`src/rtl/core/bptc_pkg.sv`:
```
// Package for the barometric compensation block: field widths, datapath
// widths, configuration register indexes and the calibration word bundle.
// No dependencies.
package bptc_pkg;

    // Port field widths
    localparam int RAW_W     = 24;
    localparam int COEFF_W   = 16;
    localparam int TEMP_W    = 19;
    localparam int PRES_W    = 22;
    localparam int CFG_IDX_W = 3;

    // Datapath widths
    localparam int DT_W   = 25;  // D2 - C5*256
    localparam int PROD_W = 42;  // dT times a 17-bit signed coefficient
    localparam int OFF_W  = 36;
    localparam int SENS_W = 35;
    localparam int SLO_W  = 18;  // low slice of SENS for the split multiply
    localparam int SHI_W  = SENS_W - SLO_W;
    localparam int PP_W   = 60;  // full D1*SENS product
    localparam int Q_W    = 39;  // D1*SENS/2^21
    localparam int DIFF_W = 40;  // Q - OFF

    // Pipeline depth, input register to output register
    localparam int STAGES = 7;

    localparam logic signed [TEMP_W-1:0] TEMP_BASE = 19'sd2000;

    typedef enum logic [CFG_IDX_W-1:0] {
        CFG_SENS      = 3'd0,
        CFG_OFFSET    = 3'd1,
        CFG_SENS_TEMP = 3'd2,
        CFG_OFF_TEMP  = 3'd3,
        CFG_REF_TEMP  = 3'd4,
        CFG_TEMP_SENS = 3'd5
    } t_cfg_idx;

    typedef struct packed {
        logic [COEFF_W-1:0] c1;  // pressure sensitivity
        logic [COEFF_W-1:0] c2;  // pressure offset
        logic [COEFF_W-1:0] c3;  // temp coeff of sensitivity
        logic [COEFF_W-1:0] c4;  // temp coeff of offset
        logic [COEFF_W-1:0] c5;  // reference temperature
        logic [COEFF_W-1:0] c6;  // temperature sensitivity
    } t_coeffs;

endpackage

```
`src/rtl/core/bptc_coeff_regs.sv`:
```
// Calibration register file: decodes writes into the six coefficient words.
// Depends on bptc_pkg.
module bptc_coeff_regs (
    input  logic                            i_clk,
    input  logic                            i_rst_n,
    input  logic                            i_cfg_we,
    input  logic [bptc_pkg::CFG_IDX_W-1:0]  i_cfg_idx,
    input  logic [bptc_pkg::COEFF_W-1:0]    i_cfg_data,
    output bptc_pkg::t_coeffs               o_coeffs
);

    bptc_pkg::t_coeffs r_coeffs;

    always_ff @(posedge i_clk) begin
        if (!i_rst_n) begin
            r_coeffs <= '0;
        end else if (i_cfg_we) begin
            unique case (i_cfg_idx)
                bptc_pkg::CFG_SENS:      r_coeffs.c1 <= i_cfg_data;
                bptc_pkg::CFG_OFFSET:    r_coeffs.c2 <= i_cfg_data;
                bptc_pkg::CFG_SENS_TEMP: r_coeffs.c3 <= i_cfg_data;
                bptc_pkg::CFG_OFF_TEMP:  r_coeffs.c4 <= i_cfg_data;
                bptc_pkg::CFG_REF_TEMP:  r_coeffs.c5 <= i_cfg_data;
                bptc_pkg::CFG_TEMP_SENS: r_coeffs.c6 <= i_cfg_data;
                default: ;  // unmapped index, write dropped
            endcase
        end
    end

    assign o_coeffs = r_coeffs;

endmodule

```
`config.mk`:
```
export PLATFORM = sky130hd
export DESIGN_NAME = bptc_coeff_regs
export DESIGN_NICKNAME = d
export VERILOG_FILES = /design/src/rtl/core/bptc_pkg.sv /design/src/rtl/core/bptc_coeff_regs.sv
export SDC_FILE = /design/constraint.sdc
export NUM_CORES = 1
export LEC_CHECK = 0
export CORE_UTILIZATION = 35
export DETAILED_ROUTE_END_ITERATION = 8
export DONT_BUFFER_PORTS = 1
export PLACE_DENSITY = 0.46
export SLEW_MARGIN = 15
export SYNTH_ARGS = -nofsm -noshare
export SYNTH_HDL_FRONTEND = slang
export SYNTH_SLANG_ARGS = --single-unit
export TNS_END_PERCENT = 30
```
`constraint.sdc`:
```
create_clock -name i_clk -period 1.78 [get_ports i_clk]
set_clock_uncertainty 0.2 [all_clocks]
set_input_delay 0.445 -clock i_clk [delete_from_list [all_inputs] [get_ports i_clk]]
set_output_delay 0.445 -clock i_clk [all_outputs]
set_load 0.005 [all_outputs]
```
* Word-level counts from Yosys, hierarchy flattened
Index checks and enable logic that the tools add are counted.
** Storage, ports and cells
- Flip-flop bits (word level) :: 96
- Latch bits :: 0
- RAM bits :: 0
- Bits in read-only memories :: 0
- Input bits :: 22
- Output and inout bits :: 96
- Word-level logic and storage cells :: 18
- Memories :: 0
** Operators by class
- Add/sub/neg operators :: 0
- Multipliers :: 0
- Divide/modulo/power cells :: 0
- Order comparisons :: 0
- Eq/ne operators :: 5
- Shift operators :: 0
- Muxes and demuxes :: 0
- Bitwise gates (word level) :: 0
- Reduce and logical (&&, ||, !) cells :: 7
** Operators by type and width (count)
- $reduce_and A2 Y1 :: 6
- $eq A3 B2 Y1 const B :: 2
- $eq A3 B3 Y1 const B :: 2
- $eq A3 B1 Y1 const B :: 1
- $logic_not A3 Y1 :: 1

* Longest topological paths before layout
Gate-level depths: netlist of run 1.
- Depth after elaboration :: 2
- Gate-level depth with buffers :: 4
- Gate-level depth less buffers :: 2

* Worst setup path after synthesis of run 1
OpenSTA, ideal clock, no wires.
- Kind :: input -> register
- Start point :: input i_cfg_idx[1] (netlist bit)
- End point :: register r_coeffs (netlist bit o_coeffs[89])
- Library setup time :: 0.123 ns
- Arrival time :: 1.372 ns
- Required time :: 1.457 ns
- Slack :: 0.085 ns
- Stages :: 4
- Buffers on the path :: 2
- Path through :: or4b_1 -> buf_6 -> buf_12 -> mux2i_1
** On the way
- Cells in the longest elaborated chain, start to end :: 2
** Ends and longest elaborated chain
- from (decl) :: RTL line bptc_coeff_regs.sv:7 : input logic [bptc_pkg::CFG_IDX_W-1:0] i_cfg_idx,
- $logic_not A3 Y1 :: RTL line bptc_coeff_regs.sv:18 : unique case (i_cfg_idx)
- $reduce_and A2 Y1 (no line)
- to (decl) :: RTL line bptc_coeff_regs.sv:12 : bptc_pkg::t_coeffs r_coeffs;
No other way between the ends.
A chain may end at the register's enable or synchronous reset.

* Worst setup path in the final report of run 1
- Start point :: register r_coeffs (netlist bit o_coeffs[82])
- End point :: output o_coeffs[82] (netlist bit)
** RTL lines
- to (decl) :: RTL line bptc_coeff_regs.sv:9 : output bptc_pkg::t_coeffs o_coeffs
No word-level cell between the ends.

==> run metrics, run 1 <==
total CTS buffers=9; via count=2,214; Placeable Area=0.00973 mm²; Net count, final=349; P_leak=1.81 nW; buffer levels on the longest clock path=2; setup violators final=0; relative slew slack=77.6%; Adder-Cell Fraction of Synth Area=0%; outcome=finished, final reports clean; layout cell share with drive strength beyond 1=5.45%; die height=102 µm; DP Cell Count=449; Synth area leader=dfxtp_1; Mapped Area=0.00349 mm²; # IOs=118; crit path capture type=output port; final worst slack=397 ps; insertion delay to the later sink of the worst-skew pair=350 ps; type of element launching the critical path=flip-flop; Placer Congestion=0.676; worst hold slack=38.6 ps; Die Width=102 µm; Compound-Gate Fraction of Synth Area=0%; WL per Instance=17.4 µm; PwrDens=960 mW/mm²; Slew Viols, Final=0; main combinational cell family by area after synthesis=multiplexers; Final HPWL DP=5240 µm; Port Buf Inserts=0; Max IR drop VDD=0.342 mV; Synth area leaders=dfxtp_1 (55%), mux2i_1 (27%), nand2_1 (12%); Sequential Power Share=61.8%; total wire length=8070 µm; Seq/Total Area, Yosys=55.0%; Hold Vio Cnt, Final=0; die area=0.0104 mm²; TritonRoute pass-1 iters=2; Final Non-Filler Cells=463; routed vias/inst=4.78; post-CTS sizing=0; Area Growth Syn to Fin=7.48%; Hold Crit Class=input pin to flip-flop; initial antenna violation count=0; Mapped Cells=334; post-synthesis mux area share=27.5%; htree depth=3; clock sinks=96; hold_buf cts=0; internal power=2.79 mW; vias in the first global route=2,082; CTS clk-pin slew, worst paths=80 ps; Synth top area share=55.0%; # Max-Cap Violations=0; WS Path Type=flip-flop to output port; setup TNS=0 ps; Net Sw Frac=22.8%; Max Clock Freq=0.723 GHz; RSZ-0062 raised after global routing=false; Post-Synth XOR/XNOR Area=0%; Tot GR Track Use=16.0%; NetSw=0.822 mW; Routed Antenna Nets=0; Ys Warns=0; Diodes inserted=0; crit path DAT=740 ps; crit path max fanout=2; drt first-iter violations=67; number of synthesized register bits=96; combinational power share=4.1%; total grt overflow=0; Worst Max-Slew Pin Slew=335 ps; largest net degree at the start of global routing=113; Starting Density=35.9%; number of flip-flops in the largest register=96; Remaining DRCs=0; Crit path required time=1130 ps; post-CTS setup buffer count=0; CTS Root Cell=clkbuf_8; post-synthesis simple-gate area fraction=13.8%; Net Count, Synth=356; Distinct cells, synth=13; Cell Rows=36; Syn Area/Cell=10.5 µm²; CTS tree=yes; first-pass GRT wire length=12,000 µm; final worst-path cycle share=77.7%; pre-CTS setup slack=107 ps; Clk pwr share=34.1%; post-layout min period=1380 ps
[final timing paths]
path / from / to / slack, ps / cells past startpoint
min reg2reg: o_coeffs[66] / o_coeffs[66] / 280 / 2
max reg2reg: o_coeffs[10] / o_coeffs[10] / 920 / 2
max: o_coeffs[82] / o_coeffs[82] / 400 / 0
min: i_rst_n / o_coeffs[63] / 40 / 2
[power by group through the flow]
stage / sequential [mW] / combinational, mW / clock, mW
final: 2.23 / 0.147 / 1.23
after global routing: 2.24 / 0.162 / 1.38
after CTS: 2.23 / 0.152 / 1.29
after detailed placement: 2.28 / 0.151 / 0
after global placement: 2.28 / 0.149 / 0
after floorplan: 2.27 / 0.145 / 0
[stage by stage]
stage	area [µm²]	utilization (%)	total power [mW]
after floorplan	3490	-	2.42
after global placement	3600	37.0	2.43
after detailed placement	3600	37.0	2.43
after CTS	3760	38.6	3.67
after global routing	3760	38.6	3.79
final	3760	38.6	3.61
[worst register-to-register path: cells and delay by family (launching register included)]
kind          cells  cell delay (ps)
flops             1              380
mux               1              150
simple gates      1               60
[cell usage in the layout, fill, tap and decap left out]
cell       instances
clkinv_2           1
buf_12             2
buf_4              4
nand4bb_1          2
and4bb_2           1
mux2i_1           96
nand4b_1           2
or4b_1             1
clkbuf_8          10
nand2_1          112
dfxtp_1           96
clkbuf_1           3
[Yosys cell counts]
cell type,number
nand2_1,112
dfxtp_1,96
mux2i_1,96
clkbuf_1,11
buf_2,9
nand4b_1,2
nand4bb_1,2
and4bb_2,1
buf_1,1
buf_12,1
buf_4,1
buf_6,1
or4b_1,1
[cell families (layout without fill, tap and decap cells)]
logic type             count (synthesis)  after routing
buffers and inverters                 24             20
and+or+nand+nor                      118            118
DFF                                   96             96
muxes                                 96             96
[final cells by class]
type,count,area [µm²]
clock inverter,1,5.00
fill,1017,5970
timing repair buffer,6,70.1
sequential,96,1920
clock buffer,13,149
tap,133,166
multi-input combinational,214,1440
[metal layers]
metal	GRT usage, %	wire length, µm	up-vias	share of wire (%)
li1	-	-	1082	-
met1	19.6	3590	1044	45
met2	24.1	3530	77	44
met3	6.29	800	11	9.9
met4	8.68	146	0	1.8
met5	0	0	-	0
Note: power is estimated with default switching activity, not from simulation.
==> inputs of run 2 (changes only) <==
- ABC_AREA: unset -> 1
- clock period: 1.78 -> 1.4 ns (I/O delays scaled with it)
==> run 2 against run 1 <==
  * The flow now finishes with violations (negative hold slack)
  * Setup slack got worse by 320 ps
  * First-iteration DRC count rose to 2.7 times the previous value
  * Synthesized area up 10%
  * Hold slack worse by 140 ps
  * Sequential power up 30%
  * Clock-buffer cell count decreased by 4
  * Critical endpoint is now o_coeffs[93]
==> run metrics, run 2 <==
setup violators final=0 (unchanged); Mapped Cells=552 (+65%); Net Count, Synth=574 (+61%); Synth area leader=dfxtp_1; CP startpoint=o_coeffs[93]; total grt overflow=0 (unchanged); Mapped Area=0.00386 mm² (+10%); final worst slack=77.4 ps (-319 ps); Area Growth Syn to Fin=12.9%; critical path endpoint=o_coeffs[93]; Tot GR Track Use=20.9% (+4.9 points); most frequent cells in the layout=nor2_1 (192), nand2_1 (101), nand3_1 (96), dfxtp_1 (96), inv_1 (20); Synth area leaders=dfxtp_1 (50%), nor2_1 (19%), nand3_1 (12%); worst hold slack=-102 ps (-141 ps); largest net degree at the start of global routing=97 (-14%); Worst R2R End=o_coeffs[94]; Port Buf Inserts=0 (unchanged); Routed Antenna Nets=0 (unchanged); Post-Place Cell Area=0.00415 mm² (+15%); violated checks=negative hold slack; Final HPWL DP=7340 µm (+40%); insertion delay to the later sink of the worst-skew pair=360 ps (about the same); TritonRoute pass-1 iters=5 (+3); most common cell after layout, fill and taps aside=nor2_1; Seq/Total Area, Yosys=49.8% (-5.2 points); total wire length=11,600 µm (+44%); htree depth=3 (unchanged); number of synthesized flops with an enable pin=0 (unchanged); Net count, final=568 (+63%); R2R cell count=2 (unchanged); Distinct cells, synth=12 (-1); vias in the first global route=3,045 (+46%); Slew Viols, Final=0 (unchanged); pre-CTS setup slack=61.0 ps (-46.0 ps); FFs w/ async S/R, synth=0% (unchanged); layout cell share with drive strength beyond 1=8.18% (+2.7 points); cell with the most instances after synthesis=nor2_1; type of element launching the critical path=flip-flop; Worst Max-Slew Pin Slew=418 ps (+82.7 ps); Max Clock Freq=0.756 GHz; initial antenna violation count=0 (unchanged); PwrDens=1240 mW/mm² (+29%); Crit path required time=850 ps (-280 ps); relative slew slack=72.1% (-5.5 points); RSZ-0062 raised after global routing=false; number of flip-flops in the largest register=96 (unchanged); die area=0.0114 mm² (+10%); Final Non-Filler Cells=686 (+48%); # IOs=118 (unchanged); total CTS buffers=9 (unchanged); Synth top area share=49.8% (-5.2 points); final worst-path cycle share=94.5%; setup TNS=0 ps (unchanged); reg2reg setup slack=580 ps (-340 ps); die height=107 µm (+5.0%); final instance area=0.00436 mm² (+16%); CTS tree=yes; Final Util=41.5% (+2.9 points); post-layout min period=1320 ps; drt first-iter violations=178 (+170%); Diodes inserted=0 (unchanged); crit path DAT=770 ps (+30 ps); via count=3,293 (+49%); Cell Rows=37 (+2.8%); Hold Vio Cnt, Final=65 (+65); Placer Congestion=0.767 (+13%); buffer levels on the longest clock path=2 (unchanged); # Max-Cap Violations=0 (unchanged); top_reg_cell synth=dfxtp_1; crit path max fanout=2 (unchanged); register area=0.00192 mm² (unchanged); Ys Warns=0 (unchanged); P_leak=1.82 nW (+0.49%); CTS clk-pin slew, worst paths=100 ps (+20 ps); DP Cell Count=671 (+49%); WL per Instance=16.9 µm (-2.9%); multi-input logic area=0.00168 mm² (+17%); Die Width=107 µm (+5.0%); Remaining DRCs=0 (unchanged); Starting Density=36.7% (+0.80 points); Max IR drop VDD=0.615 mV (+80%); worst r2r src=o_coeffs[94]; first-pass GRT wire length=17,600 µm (+46%); Hold Crit Class=input pin to flip-flop; WS Path Type=flip-flop to output port; Placeable Area=0.0105 mm² (+8.0%); routed vias/inst=4.80 (+0.39%); outcome=complete, but fails checks; number of synthesized register bits=96 (unchanged); clock sinks=96 (unchanged); Syn Area/Cell=6.99 µm² (-33%); most common library cells after synthesis=nor2_1 (193), nand2_1 (101), dfxtp_1 (96), nand3_1 (96), buf_2 (22); crit path capture type=output port; CTS Root Cell=clkbuf_8; Fill cells=1,120 (+10%); Critical Path Stages=0 (unchanged)
run 2: cell types whose count changed in the layout (fill, tap and decap cells not counted), sizes merged, moves of 4 or more:
cell / previous run / this run
clkbuf: 13 / 9
nand3: 0 / 96
mux2i: 96 / 0
nor2: 0 / 202
nand2: 112 / 102
inv: 0 / 22
buf: 6 / 17
run 2: kinds of logic (layout without fill, tap and decap cells):
kind of cell	count (synthesis)	in the layout	synth area share, %
buffers and inverters	56	54	6.74
DFF	96	96	49.8
and+or+nand+nor	400	400	43.4
run 2: layer usage:
| metal | track usage, % | routed length, µm | vias up |
|---|---|---|---|
| met5 | 0 | 0 | - |
| met4 | 8.41 | 207 | 0 |
| met3 | 5.47 | 1010 | 14 |
| met2 | 32.6 | 5280 | 99 |
| met1 | 27.3 | 5100 | 1485 |
| li1 | - | - | 1695 |
run 2: final cells by class:
class / count / share of cell area, %
multi-input combinational: 400 / 38.6
clock inverter: 6 / 1.95
clock buffer: 9 / 2.84
sequential: 96 / 44.1
inverter: 22 / 1.89
timing repair buffer: 17 / 6.66
tap: 136 / 3.90
run 2: repair_timing:
| action | in CTS | in global routing |
|---|---|---|
| buffers inserted | 0 | 0 |
| hold endpoints to repair | 96 | 96 |
| resized for setup | 0 | 0 |
| setup endpoints to repair | 0 | 0 |
run 2: power by group:
part           switching [mW]  internal (mW)  leakage [nW]
Clock                   0.989          0.990         0.101
Sequential             0.0760           2.83         0.780
Combinational           0.323          0.186         0.934
run 2: worst min-delay path by stage:
stage / start / end / slack, ps / depth (start not counted)
4_1_cts: i_rst_n / o_coeffs[20] / -120 / 2
3_5_place_dp: i_rst_n / o_coeffs[24] / 280 / 2
2_1_floorplan: o_coeffs[37] / o_coeffs[37] / 280 / 2
5_1_grt: i_rst_n / o_coeffs[31] / -120 / 2
3_3_place_gp: i_rst_n / o_coeffs[9] / 280 / 2
6_report: i_rst_n / o_coeffs[14] / -100 / 2
run 2: per-stage QoR:
stage | hold slack [ps] | power, mW
floorplan | 279 | 3.32
global placement | 281 | 3.48
detailed placement | 284 | 3.49
CTS | -123 | 5.46
global route | -120 | 5.63
finish | -102 | 5.39
==> inputs of run 3 (changes only) <==
- REMOVE_ABC_BUFFERS: unset -> 1
==> run 3 against run 2 <==
  * The run still ends with negative hold slack left
  * First-iteration DRC count grew 39%
  * Via count is 0.91% higher
  * Sequential power hardly changed
  * Combinational power about the same
  * Clock-buffer cell count rose by 5
  * Die area unchanged
  * Sequential share of layout area grew 0.32 points
  * Final cell count is the same
  * Global-route usage is 0.12 points lower
  * Sequential cell count unchanged
  * Largest cell class unchanged
  * Highest routed layer unchanged
==> run metrics, run 3 (synthesized netlist as in run 2, its figures left out) <==
final worst slack=96.2 ps (+18.8 ps); die height=107 µm (unchanged); Hold Vio Cnt, Final=57 (-12%); Remaining DRCs=0 (unchanged); total wire length=11,400 µm (-1.5%); TritonRoute pass-1 iters=4 (-1); relative slew slack=72.3% (+0.22 points); busiest grt layer=met2; final instance area=0.00433 mm² (-0.72%); routed vias/inst=4.84 (+0.91%); NetSw=1.33 mW (-4.0%); via count=3,323 (+0.91%); RSZ-0062 raised after global routing=false; violated checks=negative hold slack; Net Sw Frac=26.0% (+0.21 points); crit path capture type=output port; Design Power=5.13 mW (-4.8%); worst hold slack=-104 ps (-1.30 ps); Crit path required time=850 ps (about the same); initial antenna violation count=0 (unchanged); post-layout min period=1300 ps (-18.8 ps); Tot GR Track Use=20.8% (-0.12 points); # Max-Cap Violations=0 (unchanged); die area=0.0114 mm² (unchanged); crit path max fanout=2 (unchanged); GR Util met2=34.7% (+2.1 points); WS Path Type=flip-flop to output port; final worst-path cycle share=93.1% (-1.3 points); Final Util=41.2% (-0.30 points); Clk pwr share=33.6% (-3.1 points); first-pass GRT wire length=17,400 µm (-1.4%); Placeable Area=0.0105 mm² (unchanged); Diodes inserted=0 (unchanged); post-CTS setup buffer count=0 (unchanged); Routed Antenna Nets=0 (unchanged); post-CTS sizing=0 (unchanged); internal power=3.80 mW (-5.0%); most common cell after layout, fill and taps aside=nor2_1; Sequential Power Share=56.5% (+2.7 points); Cell Rows=37 (unchanged); setup violators final=0 (unchanged); Placer Congestion=0.729 (-5.0%); clock sinks=96 (unchanged); met1 Use GR=24.2% (-3.0 points); Port Buf Inserts=0 (unchanged); CTS clk-pin slew, worst paths=90 ps (about the same); # IOs=118 (unchanged); Fill cells=1,113 (-0.63%); Slew Viols, Final=0 (unchanged); outcome=complete, but fails checks; Starting Density=36.7% (unchanged); total CTS buffers=9 (unchanged); largest net degree at the start of global routing=97 (unchanged); insertion delay to the later sink of the worst-skew pair=360 ps (about the same); P_leak=1.80 nW (-0.83%); met3 Usage GRT=7.66% (+2.2 points); Final HPWL DP=7200 µm (-1.8%); drt first-iter violations=248 (+39%); total grt overflow=0 (unchanged); Max Clock Freq=0.767 GHz (+1.4%); htree depth=3 (unchanged); combinational power share=9.9% (+0.5 points); Net count, final=567 (-0.18%); number of flip-flops in the largest register=96 (unchanged); buffer levels on the longest clock path=2 (unchanged); Area Growth Syn to Fin=12.1%; crit path DAT=750 ps (-20 ps); type of element launching the critical path=flip-flop; layout cell share with drive strength beyond 1=7.82% (-0.36 points); Hold Crit Class=input pin to flip-flop; pre-CTS setup slack=48.9 ps (-12.1 ps); vias in the first global route=2,999 (-1.5%); CTS Root Cell=clkbuf_8; CTS tree=yes; Worst Max-Slew Pin Slew=415 ps (-3.36 ps); PwrDens=1190 mW/mm² (-4.1%); WL per Instance=16.7 µm (-1.5%); most frequent cells in the layout=nor2_1 (192), nand2_1 (101), nand3_1 (96), dfxtp_1 (96), inv_1 (20); Max IR drop VDD=0.442 mV (-28%); Die Width=107 µm (unchanged); Post-Place Cell Area=0.00414 mm² (-0.18%)
-- run 3: power by group through the flow --
stage | registers, mW | clock network (mW) | logic [mW]
2_1_floorplan | 2.94 | 0 | 0.317
3_3_place_gp | 2.97 | 0 | 0.507
3_5_place_dp | 2.97 | 0 | 0.514
4_1_cts | 2.90 | 1.79 | 0.514
5_1_grt | 2.92 | 1.92 | 0.570
6_report | 2.90 | 1.73 | 0.507
-- run 3: path summary, 6_finish.rpt --
path / cells past startpoint / start / endpoint / slack (ps)
max: 0 / o_coeffs[92] / o_coeffs[92] / 100
min: 2 / i_rst_n / o_coeffs[42] / -100
max reg2reg: 2 / o_coeffs[9] / o_coeffs[9] / 580
min reg2reg: 2 / o_coeffs[78] / o_coeffs[78] / 300
-- run 3: per-layer routing --
metal	part of all wire, %	up-vias
li1	-	1697
met1	39	1484
met2	48	122
met3	11	20
met4	2.0	0
met5	0	-
-- run 3: final cells by class --
class | instances | area (µm²) | share of cell area [%]
flip-flops and latches | 96 | 1920 | 44.4
multi-input cells | 400 | 1680 | 38.9
repair buffers | 16 | 283 | 6.54
clock buffers | 14 | 173 | 3.99
well taps | 136 | 170 | 3.93
inverters | 22 | 82.6 | 1.91
clock inverters | 2 | 12.5 | 0.289
-- run 3: through the flow --
stage | setup TNS [ps] | cells
CTS | 0 | 686
global route | 0 | 686
finish | 0 | 686
global placement | 0 | 670
floorplan | -57800 | 518
detailed placement | 0 | 670
